## config.mk

```make
export PLATFORM = sky130hd
export DESIGN_NAME = touch_pointer_and_scroll_tracker
export DESIGN_NICKNAME = d
export VERILOG_FILES = /design/src/rtl/tpst_pkg.sv /design/src/rtl/tpst_front.sv /design/src/rtl/tpst_scale.sv /design/src/rtl/tpst_stepdiv.sv /design/src/rtl/tpst_back.sv /design/src/rtl/touch_pointer_and_scroll_tracker.sv
export SDC_FILE = /design/constraint.sdc
export NUM_CORES = 2
export LEC_CHECK = 0
export BUFFER_PORTS_ARGS = -buffer_cell sky130_fd_sc_hd__buf_2
export CAP_MARGIN = 20
export CORE_MARGIN = 3
export CORE_UTILIZATION = 59
export DETAILED_ROUTE_END_ITERATION = 8
export GPL_TIMING_DRIVEN = 0
export PLACE_DENSITY = 0.74
export SETUP_SLACK_MARGIN = 0.3
export SYNTH_ARGS = -nofsm -noshare
export SYNTH_HDL_FRONTEND = slang
export SYNTH_HIERARCHICAL = 1
export SYNTH_SLANG_ARGS = --single-unit
```

## constraint.sdc

```tcl
create_clock -name aclk -period 17.2 [get_ports aclk]
set_clock_uncertainty 0.05 [all_clocks]
set_input_delay 4.3 -clock aclk [delete_from_list [all_inputs] [get_ports aclk]]
set_output_delay 4.3 -clock aclk [all_outputs]
set_load 0.005 [all_outputs]
```

## src/rtl/tpst_pkg.sv

```systemverilog
// ----------------------------------------------------------------------------
// tpst_pkg
// Shared types, widths and codes for the touch pointer and scroll tracker.
// ----------------------------------------------------------------------------
package tpst_pkg;

    // Base widths
    localparam int COORD_BITS = 12;
    localparam int FRAC_BITS  = 4;
    localparam int TICK_BITS  = 16;
    localparam int STEP_BITS  = 10;
    localparam int IN_BITS    = COORD_BITS + FRAC_BITS + 1;
    localparam int FUNC_BITS  = 2;
    localparam int DIR_BITS   = 2;

    // Scaling divider widths
    localparam int MAG_BITS       = IN_BITS - 1;
    localparam int PROD_BITS      = MAG_BITS + COORD_BITS;
    localparam int NUM_BITS       = PROD_BITS + 2;
    localparam int DEN_BITS       = COORD_BITS + FRAC_BITS;
    localparam int DIV_BITS       = DEN_BITS + 1;
    localparam int SCALE_CNT_BITS = $clog2(NUM_BITS + 1);

    // Scroll accumulator and tick divider widths
    localparam int ACC_BITS      = COORD_BITS + 2;
    localparam int ACC_MAG_BITS  = ACC_BITS - 1;
    localparam int STEP_CNT_BITS = $clog2(ACC_MAG_BITS + 1);
    localparam int PEND_SUM_BITS = ((TICK_BITS > ACC_BITS) ? TICK_BITS : ACC_BITS) + 1;

    localparam logic signed [PEND_SUM_BITS-1:0] TICK_MAX =
        PEND_SUM_BITS'((64'sd1 <<< (TICK_BITS - 1)) - 64'sd1);
    localparam logic signed [PEND_SUM_BITS-1:0] TICK_MIN =
        PEND_SUM_BITS'(-(64'sd1 <<< (TICK_BITS - 1)));

    // Stream packing
    localparam int S_TDATA_BITS = ((2 * IN_BITS + 7) / 8) * 8;
    localparam int M_FIELD_BITS = 2 * COORD_BITS + 2 + DIR_BITS;
    localparam int M_TDATA_BITS = ((M_FIELD_BITS + 7) / 8) * 8;

    // Configuration port
    localparam int CFG_INDEX_BITS = 3;
    localparam logic [CFG_INDEX_BITS-1:0] REG_SURFACE_WIDTH  = 3'd0;
    localparam logic [CFG_INDEX_BITS-1:0] REG_SURFACE_HEIGHT = 3'd1;
    localparam logic [CFG_INDEX_BITS-1:0] REG_LOGICAL_WIDTH  = 3'd2;
    localparam logic [CFG_INDEX_BITS-1:0] REG_LOGICAL_HEIGHT = 3'd3;
    localparam logic [CFG_INDEX_BITS-1:0] REG_CANVAS_TOP     = 3'd4;
    localparam logic [CFG_INDEX_BITS-1:0] REG_SCROLL_STEP    = 3'd5;

    // Event codes
    localparam logic [FUNC_BITS-1:0] FUNC_DOWN = 2'd0;
    localparam logic [FUNC_BITS-1:0] FUNC_MOVE = 2'd1;
    localparam logic [FUNC_BITS-1:0] FUNC_UP   = 2'd2;
    localparam logic [FUNC_BITS-1:0] FUNC_POLL = 2'd3;

    // Drained tick codes
    localparam logic [DIR_BITS-1:0] DIR_NONE = 2'b00;
    localparam logic [DIR_BITS-1:0] DIR_UP   = 2'b01;
    localparam logic [DIR_BITS-1:0] DIR_DOWN = 2'b11;

    // Front to back queue depth
    localparam int FIFO_DEPTH    = 2;
    localparam int FIFO_PTR_BITS = $clog2(FIFO_DEPTH);
    localparam int FIFO_CNT_BITS = $clog2(FIFO_DEPTH + 1);

    typedef struct packed {
        logic [COORD_BITS-1:0] surface_width;
        logic [COORD_BITS-1:0] surface_height;
        logic [COORD_BITS-1:0] logical_width;
        logic [COORD_BITS-1:0] logical_height;
        logic [COORD_BITS-1:0] canvas_top;
        logic [STEP_BITS-1:0]  scroll_step;
    } cfg_t;

    // Classified event: nonpositive coordinates already folded to zero
    typedef struct packed {
        logic [FUNC_BITS-1:0] func;
        logic [MAG_BITS-1:0]  mag_x;
        logic [MAG_BITS-1:0]  mag_y;
    } item_t;

endpackage

```

## src/rtl/tpst_front.sv

```systemverilog
// ----------------------------------------------------------------------------
// tpst_front
// Input side: accepts touch items, folds coordinates and queues them.
// ----------------------------------------------------------------------------
module tpst_front (
    input  logic                             aclk,
    input  logic                             aresetn,
    input  logic                             s_tvalid,
    output logic                             s_tready,
    input  logic [tpst_pkg::FUNC_BITS-1:0]   s_tuser,   // func
    input  logic [tpst_pkg::S_TDATA_BITS-1:0] s_tdata,  // surface_x, surface_y, zero pad
    output logic                             q_valid,
    input  logic                             q_ready,
    output tpst_pkg::item_t                  q_item
);
    import tpst_pkg::*;

    item_t                    mem_reg [FIFO_DEPTH];
    logic [FIFO_PTR_BITS-1:0] wr_ptr_reg, wr_ptr_next;
    logic [FIFO_PTR_BITS-1:0] rd_ptr_reg, rd_ptr_next;
    logic [FIFO_CNT_BITS-1:0] cnt_reg, cnt_next;
    logic                     push, pop;
    logic signed [IN_BITS-1:0] sx, sy;
    item_t                    cls;

    // Classify: unpack fields, negative coordinates scale to zero
    assign sx = $signed(s_tdata[IN_BITS-1:0]);
    assign sy = $signed(s_tdata[2*IN_BITS-1:IN_BITS]);

    always_comb begin
        cls.func  = s_tuser;
        cls.mag_x = sx[IN_BITS-1] ? '0 : sx[MAG_BITS-1:0];
        cls.mag_y = sy[IN_BITS-1] ? '0 : sy[MAG_BITS-1:0];
    end

    // Queue handshake
    assign s_tready = (cnt_reg != FIFO_CNT_BITS'(FIFO_DEPTH));
    assign q_valid  = (cnt_reg != '0);
    assign q_item   = mem_reg[rd_ptr_reg];
    assign push     = s_tvalid && s_tready;
    assign pop      = q_valid && q_ready;

    always_comb begin
        wr_ptr_next = push ? wr_ptr_reg + 1'b1 : wr_ptr_reg;
        rd_ptr_next = pop  ? rd_ptr_reg + 1'b1 : rd_ptr_reg;
        cnt_next    = cnt_reg;
        if (push && !pop) begin
            cnt_next = cnt_reg + 1'b1;
        end else if (pop && !push) begin
            cnt_next = cnt_reg - 1'b1;
        end
    end

    always_ff @(posedge aclk) begin
        if (!aresetn) begin
            wr_ptr_reg <= '0;
            rd_ptr_reg <= '0;
            cnt_reg    <= '0;
        end else begin
            wr_ptr_reg <= wr_ptr_next;
            rd_ptr_reg <= rd_ptr_next;
            cnt_reg    <= cnt_next;
        end
    end

    // Queue storage
    always_ff @(posedge aclk) begin
        if (push) begin
            mem_reg[wr_ptr_reg] <= cls;
        end
    end

endmodule

```

## src/rtl/tpst_scale.sv

```systemverilog
// ----------------------------------------------------------------------------
// tpst_scale
// Scales one coordinate: round(s*logical/surface) clamped to logical-1,
// via one multiply and a bit-serial restoring division.
// ----------------------------------------------------------------------------
module tpst_scale (
    input  logic                            aclk,
    input  logic                            aresetn,
    input  logic                            start,
    input  logic [tpst_pkg::MAG_BITS-1:0]   mag,
    input  logic [tpst_pkg::COORD_BITS-1:0] logical,
    input  logic [tpst_pkg::COORD_BITS-1:0] surface,
    output logic                            done,
    output logic [tpst_pkg::COORD_BITS-1:0] result
);
    import tpst_pkg::*;

    localparam logic [1:0] SC_IDLE = 2'd0;
    localparam logic [1:0] SC_MUL  = 2'd1;
    localparam logic [1:0] SC_DIV  = 2'd2;
    localparam logic [1:0] SC_DONE = 2'd3;

    logic [1:0]                state_reg, state_next;
    logic [SCALE_CNT_BITS-1:0] cnt_reg, cnt_next;
    logic [PROD_BITS-1:0]      prod_reg, prod_next;
    logic [COORD_BITS-1:0]     den_reg, den_next;
    logic [COORD_BITS-1:0]     log_reg, log_next;
    logic [NUM_BITS-1:0]       qn_reg, qn_next;
    logic [DIV_BITS-1:0]       rem_reg, rem_next;
    logic [DIV_BITS-1:0]       divisor;
    logic [DIV_BITS:0]         trial;

    // Divisor is 2*surface*2^F
    assign divisor = {den_reg, {(FRAC_BITS + 1){1'b0}}};
    assign trial   = {rem_reg, qn_reg[NUM_BITS-1]};

    always_comb begin
        state_next = state_reg;
        cnt_next   = cnt_reg;
        prod_next  = prod_reg;
        den_next   = den_reg;
        log_next   = log_reg;
        qn_next    = qn_reg;
        rem_next   = rem_reg;
        case (state_reg)
            SC_IDLE: begin
                if (start) begin
                    prod_next  = PROD_BITS'(mag * logical);
                    den_next   = (surface == '0) ? COORD_BITS'(1) : surface;
                    log_next   = logical;
                    state_next = SC_MUL;
                end
            end
            SC_MUL: begin
                // numerator 2*s*L + surface*2^F
                qn_next    = {prod_reg, 1'b0} +
                             NUM_BITS'({den_reg, {FRAC_BITS{1'b0}}});
                rem_next   = '0;
                cnt_next   = SCALE_CNT_BITS'(NUM_BITS);
                state_next = SC_DIV;
            end
            SC_DIV: begin
                // one quotient bit per cycle
                if (trial >= {1'b0, divisor}) begin
                    rem_next = DIV_BITS'(trial - {1'b0, divisor});
                    qn_next  = {qn_reg[NUM_BITS-2:0], 1'b1};
                end else begin
                    rem_next = trial[DIV_BITS-1:0];
                    qn_next  = {qn_reg[NUM_BITS-2:0], 1'b0};
                end
                cnt_next = cnt_reg - 1'b1;
                if (cnt_reg == SCALE_CNT_BITS'(1)) begin
                    state_next = SC_DONE;
                end
            end
            SC_DONE: begin
                state_next = SC_IDLE;
            end
            default: begin
                state_next = SC_IDLE;
            end
        endcase
    end

    always_ff @(posedge aclk) begin
        if (!aresetn) begin
            state_reg <= SC_IDLE;
        end else begin
            state_reg <= state_next;
        end
    end

    always_ff @(posedge aclk) begin
        cnt_reg  <= cnt_next;
        prod_reg <= prod_next;
        den_reg  <= den_next;
        log_reg  <= log_next;
        qn_reg   <= qn_next;
        rem_reg  <= rem_next;
    end

    // Clamp to the logical area; a zero logical size gives zero
    assign done = (state_reg == SC_DONE);

    always_comb begin
        if (log_reg == '0) begin
            result = '0;
        end else if (qn_reg >= NUM_BITS'(log_reg)) begin
            result = log_reg - 1'b1;
        end else begin
            result = qn_reg[COORD_BITS-1:0];
        end
    end

endmodule

```

## src/rtl/tpst_stepdiv.sv

```systemverilog
// ----------------------------------------------------------------------------
// tpst_stepdiv
// Truncating signed division of the drag accumulator by the scroll step,
// one quotient bit per cycle on the magnitude.
// ----------------------------------------------------------------------------
module tpst_stepdiv (
    input  logic                                 aclk,
    input  logic                                 aresetn,
    input  logic                                 start,
    input  logic signed [tpst_pkg::ACC_BITS-1:0] acc,
    input  logic [tpst_pkg::STEP_BITS-1:0]       step,
    output logic                                 done,
    output logic signed [tpst_pkg::ACC_BITS-1:0] quot,
    output logic signed [tpst_pkg::ACC_BITS-1:0] rem
);
    import tpst_pkg::*;

    localparam logic [1:0] SD_IDLE = 2'd0;
    localparam logic [1:0] SD_DIV  = 2'd1;
    localparam logic [1:0] SD_DONE = 2'd2;

    logic [1:0]               state_reg, state_next;
    logic [STEP_CNT_BITS-1:0] cnt_reg, cnt_next;
    logic                     neg_reg, neg_next;
    logic [STEP_BITS-1:0]     step_reg, step_next;
    logic [ACC_MAG_BITS-1:0]  qn_reg, qn_next;
    logic [STEP_BITS-1:0]     r_reg, r_next;
    logic [STEP_BITS:0]       trial;
    logic [ACC_BITS-1:0]      acc_abs;

    assign acc_abs = acc[ACC_BITS-1] ? ACC_BITS'(-acc) : ACC_BITS'(acc);
    assign trial   = {r_reg, qn_reg[ACC_MAG_BITS-1]};

    always_comb begin
        state_next = state_reg;
        cnt_next   = cnt_reg;
        neg_next   = neg_reg;
        step_next  = step_reg;
        qn_next    = qn_reg;
        r_next     = r_reg;
        case (state_reg)
            SD_IDLE: begin
                if (start) begin
                    neg_next   = acc[ACC_BITS-1];
                    step_next  = (step == '0) ? STEP_BITS'(1) : step;
                    qn_next    = acc_abs[ACC_MAG_BITS-1:0];
                    r_next     = '0;
                    cnt_next   = STEP_CNT_BITS'(ACC_MAG_BITS);
                    state_next = SD_DIV;
                end
            end
            SD_DIV: begin
                if (trial >= {1'b0, step_reg}) begin
                    r_next  = STEP_BITS'(trial - {1'b0, step_reg});
                    qn_next = {qn_reg[ACC_MAG_BITS-2:0], 1'b1};
                end else begin
                    r_next  = trial[STEP_BITS-1:0];
                    qn_next = {qn_reg[ACC_MAG_BITS-2:0], 1'b0};
                end
                cnt_next = cnt_reg - 1'b1;
                if (cnt_reg == STEP_CNT_BITS'(1)) begin
                    state_next = SD_DONE;
                end
            end
            SD_DONE: begin
                state_next = SD_IDLE;
            end
            default: begin
                state_next = SD_IDLE;
            end
        endcase
    end

    always_ff @(posedge aclk) begin
        if (!aresetn) begin
            state_reg <= SD_IDLE;
        end else begin
            state_reg <= state_next;
        end
    end

    always_ff @(posedge aclk) begin
        cnt_reg  <= cnt_next;
        neg_reg  <= neg_next;
        step_reg <= step_next;
        qn_reg   <= qn_next;
        r_reg    <= r_next;
    end

    // Quotient and remainder both take the sign of the dividend
    assign done = (state_reg == SD_DONE);
    assign quot = neg_reg ? -$signed({1'b0, qn_reg}) : $signed({1'b0, qn_reg});
    assign rem  = neg_reg ? -$signed(ACC_BITS'(r_reg)) : $signed(ACC_BITS'(r_reg));

endmodule

```

## src/rtl/tpst_back.sv

```systemverilog
// ----------------------------------------------------------------------------
// tpst_back
// Execution side: scales coordinates, updates pointer and scroll state,
// drains ticks and holds the result item for the output channel.
// ----------------------------------------------------------------------------
module tpst_back (
    input  logic                              aclk,
    input  logic                              aresetn,
    input  tpst_pkg::cfg_t                    cfg,
    input  logic                              q_valid,
    output logic                              q_ready,
    input  tpst_pkg::item_t                   q_item,
    output logic                              m_tvalid,
    input  logic                              m_tready,
    // pointer_x, pointer_y, pointer_down, scrolling, scroll_dir, zero pad
    output logic [tpst_pkg::M_TDATA_BITS-1:0] m_tdata
);
    import tpst_pkg::*;

    localparam logic [1:0] BK_IDLE  = 2'd0;
    localparam logic [1:0] BK_SCALE = 2'd1;
    localparam logic [1:0] BK_STEP  = 2'd2;
    localparam logic [1:0] BK_WRITE = 2'd3;

    logic [1:0]                   state_reg, state_next;
    logic [FUNC_BITS-1:0]         func_reg, func_next;
    logic [COORD_BITS-1:0]        ptr_x_reg, ptr_x_next;
    logic [COORD_BITS-1:0]        ptr_y_reg, ptr_y_next;
    logic                         pressed_reg, pressed_next;
    logic                         scroll_reg, scroll_next;
    logic [COORD_BITS-1:0]        prev_row_reg, prev_row_next;
    logic signed [ACC_BITS-1:0]   acc_reg, acc_next;
    logic signed [TICK_BITS-1:0]  pend_reg, pend_next;
    logic [DIR_BITS-1:0]          dir_reg, dir_next;
    logic                         m_valid_reg, m_valid_next;
    logic [M_TDATA_BITS-1:0]      m_data_reg, m_data_next;

    logic                         sc_start, sc_x_done, sc_y_done;
    logic [COORD_BITS-1:0]        sc_x, sc_y;
    logic                         sd_start, sd_done;
    logic signed [ACC_BITS-1:0]   acc_sum, sd_quot, sd_rem;
    logic signed [PEND_SUM_BITS-1:0] pend_sum;

    tpst_scale u_scale_x (
        .aclk    (aclk),
        .aresetn (aresetn),
        .start   (sc_start),
        .mag     (q_item.mag_x),
        .logical (cfg.logical_width),
        .surface (cfg.surface_width),
        .done    (sc_x_done),
        .result  (sc_x)
    );

    tpst_scale u_scale_y (
        .aclk    (aclk),
        .aresetn (aresetn),
        .start   (sc_start),
        .mag     (q_item.mag_y),
        .logical (cfg.logical_height),
        .surface (cfg.surface_height),
        .done    (sc_y_done),
        .result  (sc_y)
    );

    tpst_stepdiv u_stepdiv (
        .aclk    (aclk),
        .aresetn (aresetn),
        .start   (sd_start),
        .acc     (acc_sum),
        .step    (cfg.scroll_step),
        .done    (sd_done),
        .quot    (sd_quot),
        .rem     (sd_rem)
    );

    // Drag accumulator plus row delta
    assign acc_sum = acc_reg + $signed(ACC_BITS'(sc_y)) - $signed(ACC_BITS'(prev_row_reg));

    // Pending ticks minus the quotient, before saturation
    assign pend_sum = PEND_SUM_BITS'(pend_reg) - PEND_SUM_BITS'(sd_quot);

    always_comb begin
        state_next    = state_reg;
        func_next     = func_reg;
        ptr_x_next    = ptr_x_reg;
        ptr_y_next    = ptr_y_reg;
        pressed_next  = pressed_reg;
        scroll_next   = scroll_reg;
        prev_row_next = prev_row_reg;
        acc_next      = acc_reg;
        pend_next     = pend_reg;
        dir_next      = dir_reg;
        m_valid_next  = m_valid_reg && !m_tready;
        m_data_next   = m_data_reg;
        q_ready       = 1'b0;
        sc_start      = 1'b0;
        sd_start      = 1'b0;
        case (state_reg)
            BK_IDLE: begin
                if (q_valid) begin
                    q_ready   = 1'b1;
                    func_next = q_item.func;
                    dir_next  = DIR_NONE;
                    if (q_item.func == FUNC_POLL) begin
                        // drain one tick toward zero
                        if (pend_reg > 0) begin
                            pend_next = pend_reg - 1'b1;
                            dir_next  = DIR_UP;
                        end else if (pend_reg < 0) begin
                            pend_next = pend_reg + 1'b1;
                            dir_next  = DIR_DOWN;
                        end
                        state_next = BK_WRITE;
                    end else begin
                        sc_start   = 1'b1;
                        state_next = BK_SCALE;
                    end
                end
            end
            BK_SCALE: begin
                if (sc_x_done && sc_y_done) begin
                    state_next = BK_WRITE;
                    case (func_reg)
                        FUNC_DOWN: begin
                            if (sc_y < cfg.canvas_top) begin
                                scroll_next   = 1'b1;
                                acc_next      = '0;
                                prev_row_next = sc_y;
                                pressed_next  = 1'b0;
                            end else begin
                                scroll_next  = 1'b0;
                                ptr_x_next   = sc_x;
                                ptr_y_next   = sc_y;
                                pressed_next = 1'b1;
                            end
                        end
                        FUNC_MOVE: begin
                            if (scroll_reg) begin
                                prev_row_next = sc_y;
                                sd_start      = 1'b1;
                                state_next    = BK_STEP;
                            end else if (pressed_reg) begin
                                ptr_x_next = sc_x;
                                ptr_y_next = sc_y;
                            end
                        end
                        default: begin
                            pressed_next = 1'b0;
                            scroll_next  = 1'b0;
                        end
                    endcase
                end
            end
            BK_STEP: begin
                if (sd_done) begin
                    acc_next = sd_rem;
                    if (pend_sum > TICK_MAX) begin
                        pend_next = TICK_BITS'(TICK_MAX);
                    end else if (pend_sum < TICK_MIN) begin
                        pend_next = TICK_BITS'(TICK_MIN);
                    end else begin
                        pend_next = TICK_BITS'(pend_sum);
                    end
                    state_next = BK_WRITE;
                end
            end
            BK_WRITE: begin
                // load the output register once it is free
                if (!m_valid_reg || m_tready) begin
                    m_valid_next = 1'b1;
                    m_data_next  = M_TDATA_BITS'({dir_reg, scroll_reg, pressed_reg,
                                                  ptr_y_reg, ptr_x_reg});
                    state_next   = BK_IDLE;
                end
            end
            default: begin
                state_next = BK_IDLE;
            end
        endcase
    end

    always_ff @(posedge aclk) begin
        if (!aresetn) begin
            state_reg    <= BK_IDLE;
            ptr_x_reg    <= '0;
            ptr_y_reg    <= '0;
            pressed_reg  <= 1'b0;
            scroll_reg   <= 1'b0;
            prev_row_reg <= '0;
            acc_reg      <= '0;
            pend_reg     <= '0;
            m_valid_reg  <= 1'b0;
        end else begin
            state_reg    <= state_next;
            ptr_x_reg    <= ptr_x_next;
            ptr_y_reg    <= ptr_y_next;
            pressed_reg  <= pressed_next;
            scroll_reg   <= scroll_next;
            prev_row_reg <= prev_row_next;
            acc_reg      <= acc_next;
            pend_reg     <= pend_next;
            m_valid_reg  <= m_valid_next;
        end
    end

    always_ff @(posedge aclk) begin
        func_reg   <= func_next;
        dir_reg    <= dir_next;
        m_data_reg <= m_data_next;
    end

    assign m_tvalid = m_valid_reg;
    assign m_tdata  = m_data_reg;

endmodule

```

## src/rtl/touch_pointer_and_scroll_tracker.sv

```systemverilog
// ----------------------------------------------------------------------------
// touch_pointer_and_scroll_tracker
// Top level: configuration registers, input queue and execution side.
// ----------------------------------------------------------------------------
// Every item yields one result item. A poll needs no scaling; a touch down,
// up or pointer move waits on the 30-step bit-serial division in the two
// coordinate scaling units (x and y run side by side), and a move during a
// scroll drag then runs the tick division. A two-entry queue takes new items
// while one is being worked on, and the output register holds a finished
// result while the next item proceeds.
// Configuration is written through cfg_wr_en/cfg_index/cfg_wdata; the user
// must write it only while idle, and the block itself does not enforce this.
// ----------------------------------------------------------------------------
module touch_pointer_and_scroll_tracker (
    input  logic                                aclk,
    input  logic                                aresetn,
    input  logic                                cfg_wr_en,
    input  logic [tpst_pkg::CFG_INDEX_BITS-1:0] cfg_index,
    input  logic [tpst_pkg::COORD_BITS-1:0]     cfg_wdata,
    input  logic                                s_tvalid,
    output logic                                s_tready,
    input  logic [tpst_pkg::FUNC_BITS-1:0]      s_tuser,   // func
    input  logic [tpst_pkg::S_TDATA_BITS-1:0]   s_tdata,   // surface_x, surface_y, pad
    output logic                                m_tvalid,
    input  logic                                m_tready,
    // pointer_x, pointer_y, pointer_down, scrolling, scroll_dir, pad
    output logic [tpst_pkg::M_TDATA_BITS-1:0]   m_tdata
);
    import tpst_pkg::*;

    cfg_t  cfg_reg, cfg_next;
    logic  q_valid, q_ready;
    item_t q_item;

    // Configuration register writes
    always_comb begin
        cfg_next = cfg_reg;
        if (cfg_wr_en) begin
            case (cfg_index)
                REG_SURFACE_WIDTH:  cfg_next.surface_width  = cfg_wdata;
                REG_SURFACE_HEIGHT: cfg_next.surface_height = cfg_wdata;
                REG_LOGICAL_WIDTH:  cfg_next.logical_width  = cfg_wdata;
                REG_LOGICAL_HEIGHT: cfg_next.logical_height = cfg_wdata;
                REG_CANVAS_TOP:     cfg_next.canvas_top     = cfg_wdata;
                REG_SCROLL_STEP:    cfg_next.scroll_step    = cfg_wdata[STEP_BITS-1:0];
                default:            cfg_next = cfg_reg;
            endcase
        end
    end

    always_ff @(posedge aclk) begin
        if (!aresetn) begin
            cfg_reg.surface_width  <= COORD_BITS'(1);
            cfg_reg.surface_height <= COORD_BITS'(1);
            cfg_reg.logical_width  <= COORD_BITS'(1);
            cfg_reg.logical_height <= COORD_BITS'(1);
            cfg_reg.canvas_top     <= '0;
            cfg_reg.scroll_step    <= STEP_BITS'(16);
        end else begin
            cfg_reg <= cfg_next;
        end
    end

    tpst_front u_front (
        .aclk     (aclk),
        .aresetn  (aresetn),
        .s_tvalid (s_tvalid),
        .s_tready (s_tready),
        .s_tuser  (s_tuser),
        .s_tdata  (s_tdata),
        .q_valid  (q_valid),
        .q_ready  (q_ready),
        .q_item   (q_item)
    );

    tpst_back u_back (
        .aclk     (aclk),
        .aresetn  (aresetn),
        .cfg      (cfg_reg),
        .q_valid  (q_valid),
        .q_ready  (q_ready),
        .q_item   (q_item),
        .m_tvalid (m_tvalid),
        .m_tready (m_tready),
        .m_tdata  (m_tdata)
    );

endmodule

```

==> results.ini <==
[run_status]
status=finished clean

[synth]
synthArstFlopShare_pct=0
synth_flop_cell=edfxtp_1
seq_area_frac_synth_pct=34.12
syn_avg_cell_area_um2=9.828
synthesis.area_mm2=0.03937
syn_inst=4006
synth_cell_types=101
synth_warnings=6
synth_seq_cells=498
synth_edf_count=346

[critical_path]
cp_num_cells=27
critPathArrivalTime_ns=7.10
cpMostUsedCell=a21o_1
worst-path-max-fanout=10
setup.worst_path.end_class=register
crit_buf_inv=5
setup.worst_path.class=register to register
path_delay_family=compound AO/OA/AOI/OAI gates
slowest_delay_ns=0.56
slowest_stage=fa_1
rrSetupSlack_ns=10.40
crit_path_start_kind=register
rr_worst_depth=27
cp.required_ns=17.50

[clock_tree]
insertion_delay_ns=0.64
cts_sinks=498
clockBufferDepth=3
root_buffer=clkbuf_16
postCtsSetupBuffers=0
htreeDepth=2
post_cts_resized=0
clk_pin_slew_worst_paths_ns=0.06
cts_tree=done
numCtsBuffers=53
cts-hold-fix-buffers=0

[drt]
wirelength_um=94120
vias_per_cell=5.724
dr.pass1.iters=5
ant_nets=0
drc=0
drt_iter0_markers=2128
vias=28990
routedWlPerCell_um=18.58

[die]
core_area_mm2=0.06598
die_w_um=264.3
start_util_pct=59.67
ios=96
fp.dieH_um=264.3
rows=94
dieArea_mm2=0.06987

[min_path]
hold_class=register to register
holdPathStages=0

[timing]
fmax_mhz=147.0
rsz0062_at_grt=no
post-route-min-period_ns=6.805
tightest_slew_ns=0.9696
finalCritPeriodShare_pct=39.56
finalSetupViolCount=0
relSlewSlack_pct=34.78
maxSlewViolCount=0
hold_viol=0
fin_tns_setup_ns=0

[pwr]
ir_drop_mv=0.09659
p_per_area_mw_per_mm2=139.0
p_leak_nw=18.65

[layout]
diodes=0
finalNonFillerCells=5065
areaGrowthSynthToFinish_pct=9.099
fin_util_pct=65.10
final_cell_mix=inv_1 (534), nand2_1 (505), edfxtp_1 (346), fa_1 (299), ha_1 (291)
final_common_cell=inv_1
drive_gt1_share_pct=7.974
largest_reg_flops=70
fin_nets=4811
num-fill-cells=5317

[global_routing]
grt_pass1_wl_um=152000
globalRouteOverflowTotal=0
grt_max_degree=44
antenna_found_initial=4
first_global_vias=28550
grtUsageTotal_pct=27.22

[placement]
gp_congestion=0.9178
hpwlAfterDp_um=72660
port_buffers=85
dp.cells=4966

[run]
drv_cap=0

metrics by stage:
step / hold WS (ns) / instance area, µm² / power [mW] / setup WS [ns]
after floorplan: 0.3503 / 39380 / 3.988 / 11.10
after global placement: 0.3560 / 40890 / 4.618 / 10.43
after global routing: 0.3804 / 42950 / 6.406 / 9.941
after detailed placement: 0.3620 / 41060 / 4.708 / 10.46
after CTS: 0.3762 / 42950 / 5.968 / 10.41
final: 0.3751 / 42950 / 5.972 / 10.40
worst paths after layout:
kind / start / end
hold / removal: u_back/dir_reg[0]$_SDFFCE_PN0P_ / u_back/m_tdata[26]$_DFFE_PP_
hold reg to reg: u_back/dir_reg[0]$_SDFFCE_PN0P_ / u_back/m_tdata[26]$_DFFE_PP_
setup / recovery: u_back/u_scale_y/log_reg[3]$_DFFE_PP_ / u_back/u_stepdiv/qn_reg[6]$_DFFE_PP_
setup reg to reg: u_back/u_scale_y/log_reg[3]$_DFFE_PP_ / u_back/u_stepdiv/qn_reg[6]$_DFFE_PP_
per-layer routing:
metal	vias to the layer above	track usage [%]	share of wire, %
met2	986	43.97	46
met4	2	8.990	3.3
met3	182	4.396	6.8
met5	-	0	0.014
li1	13810	-	-
met1	14010	37.80	44
report_power, final:
group          total (mW)  leakage, nW  switching, mW  internal, mW
Combinational        2.81         13.3           1.70          1.11
Clock                1.24        0.938          0.506         0.732
Sequential           1.93         4.46          0.211          1.72
Total                5.97         18.6           2.42          3.55
area by class of cell:
class / count / area, µm² / area share (%)
Multi-Input combinational cell: 2792 / 23160 / 53.91
Timing Repair Buffer: 93 / 583.1 / 1.357
Clock buffer: 75 / 1529 / 3.560
Inverter: 535 / 2008 / 4.675
Tap cell: 864 / 1081 / 2.517
Clock inverter: 24 / 359.1 / 0.8360
Sequential cell: 498 / 13430 / 31.27
Buffer: 184 / 803.3 / 1.870
cells by family after synthesis:
logic type	Yosys count	share of synthesized area, %
AO/OA/AOI/OAI	678	11.50
XOR/XNOR	187	4.160
adder cells (fa/ha/maj)	592	24.52
buffers and inverters	719	7.141
flip-flops	498	34.12
multiplexers	150	3.953
other	1	0.009525
AND/OR/NAND/NOR	1181	14.60
synthesized netlist by cell type (all sizes together) (13+ instances only):
cell type  number  area [µm²]
nor4           27       168.9
nor2b          81       509.2
fa            299        5986
a21o           51       382.9
a21oi         152       779.5
o21a           28       210.2
or3            25       182.7
buf            38       254.0
nand2b         33       214.0
xnor2         128        1121
mux2i         106        1061
nand3          58       290.3
ha            293        3666
a22oi          15       112.6
a311oi         13       120.1
a211oi         36       280.3
o31ai          24       222.7
nor3           36       180.2
o211ai         28       220.2
and3           22       148.9
and2          157       984.7
clkbuf        146       549.3
a31oi          17       121.4
nand2         505        1896
edfxtp        346       10390
a22o           13       113.9
o21ai         206        1038
mux2           44       495.5
xor2           59       516.8
nand4          19       118.9
nor2          168       630.6
dfxtp         152        3043
inv           535        2008
No activity file was read; power rests on OpenSTA's default activity.
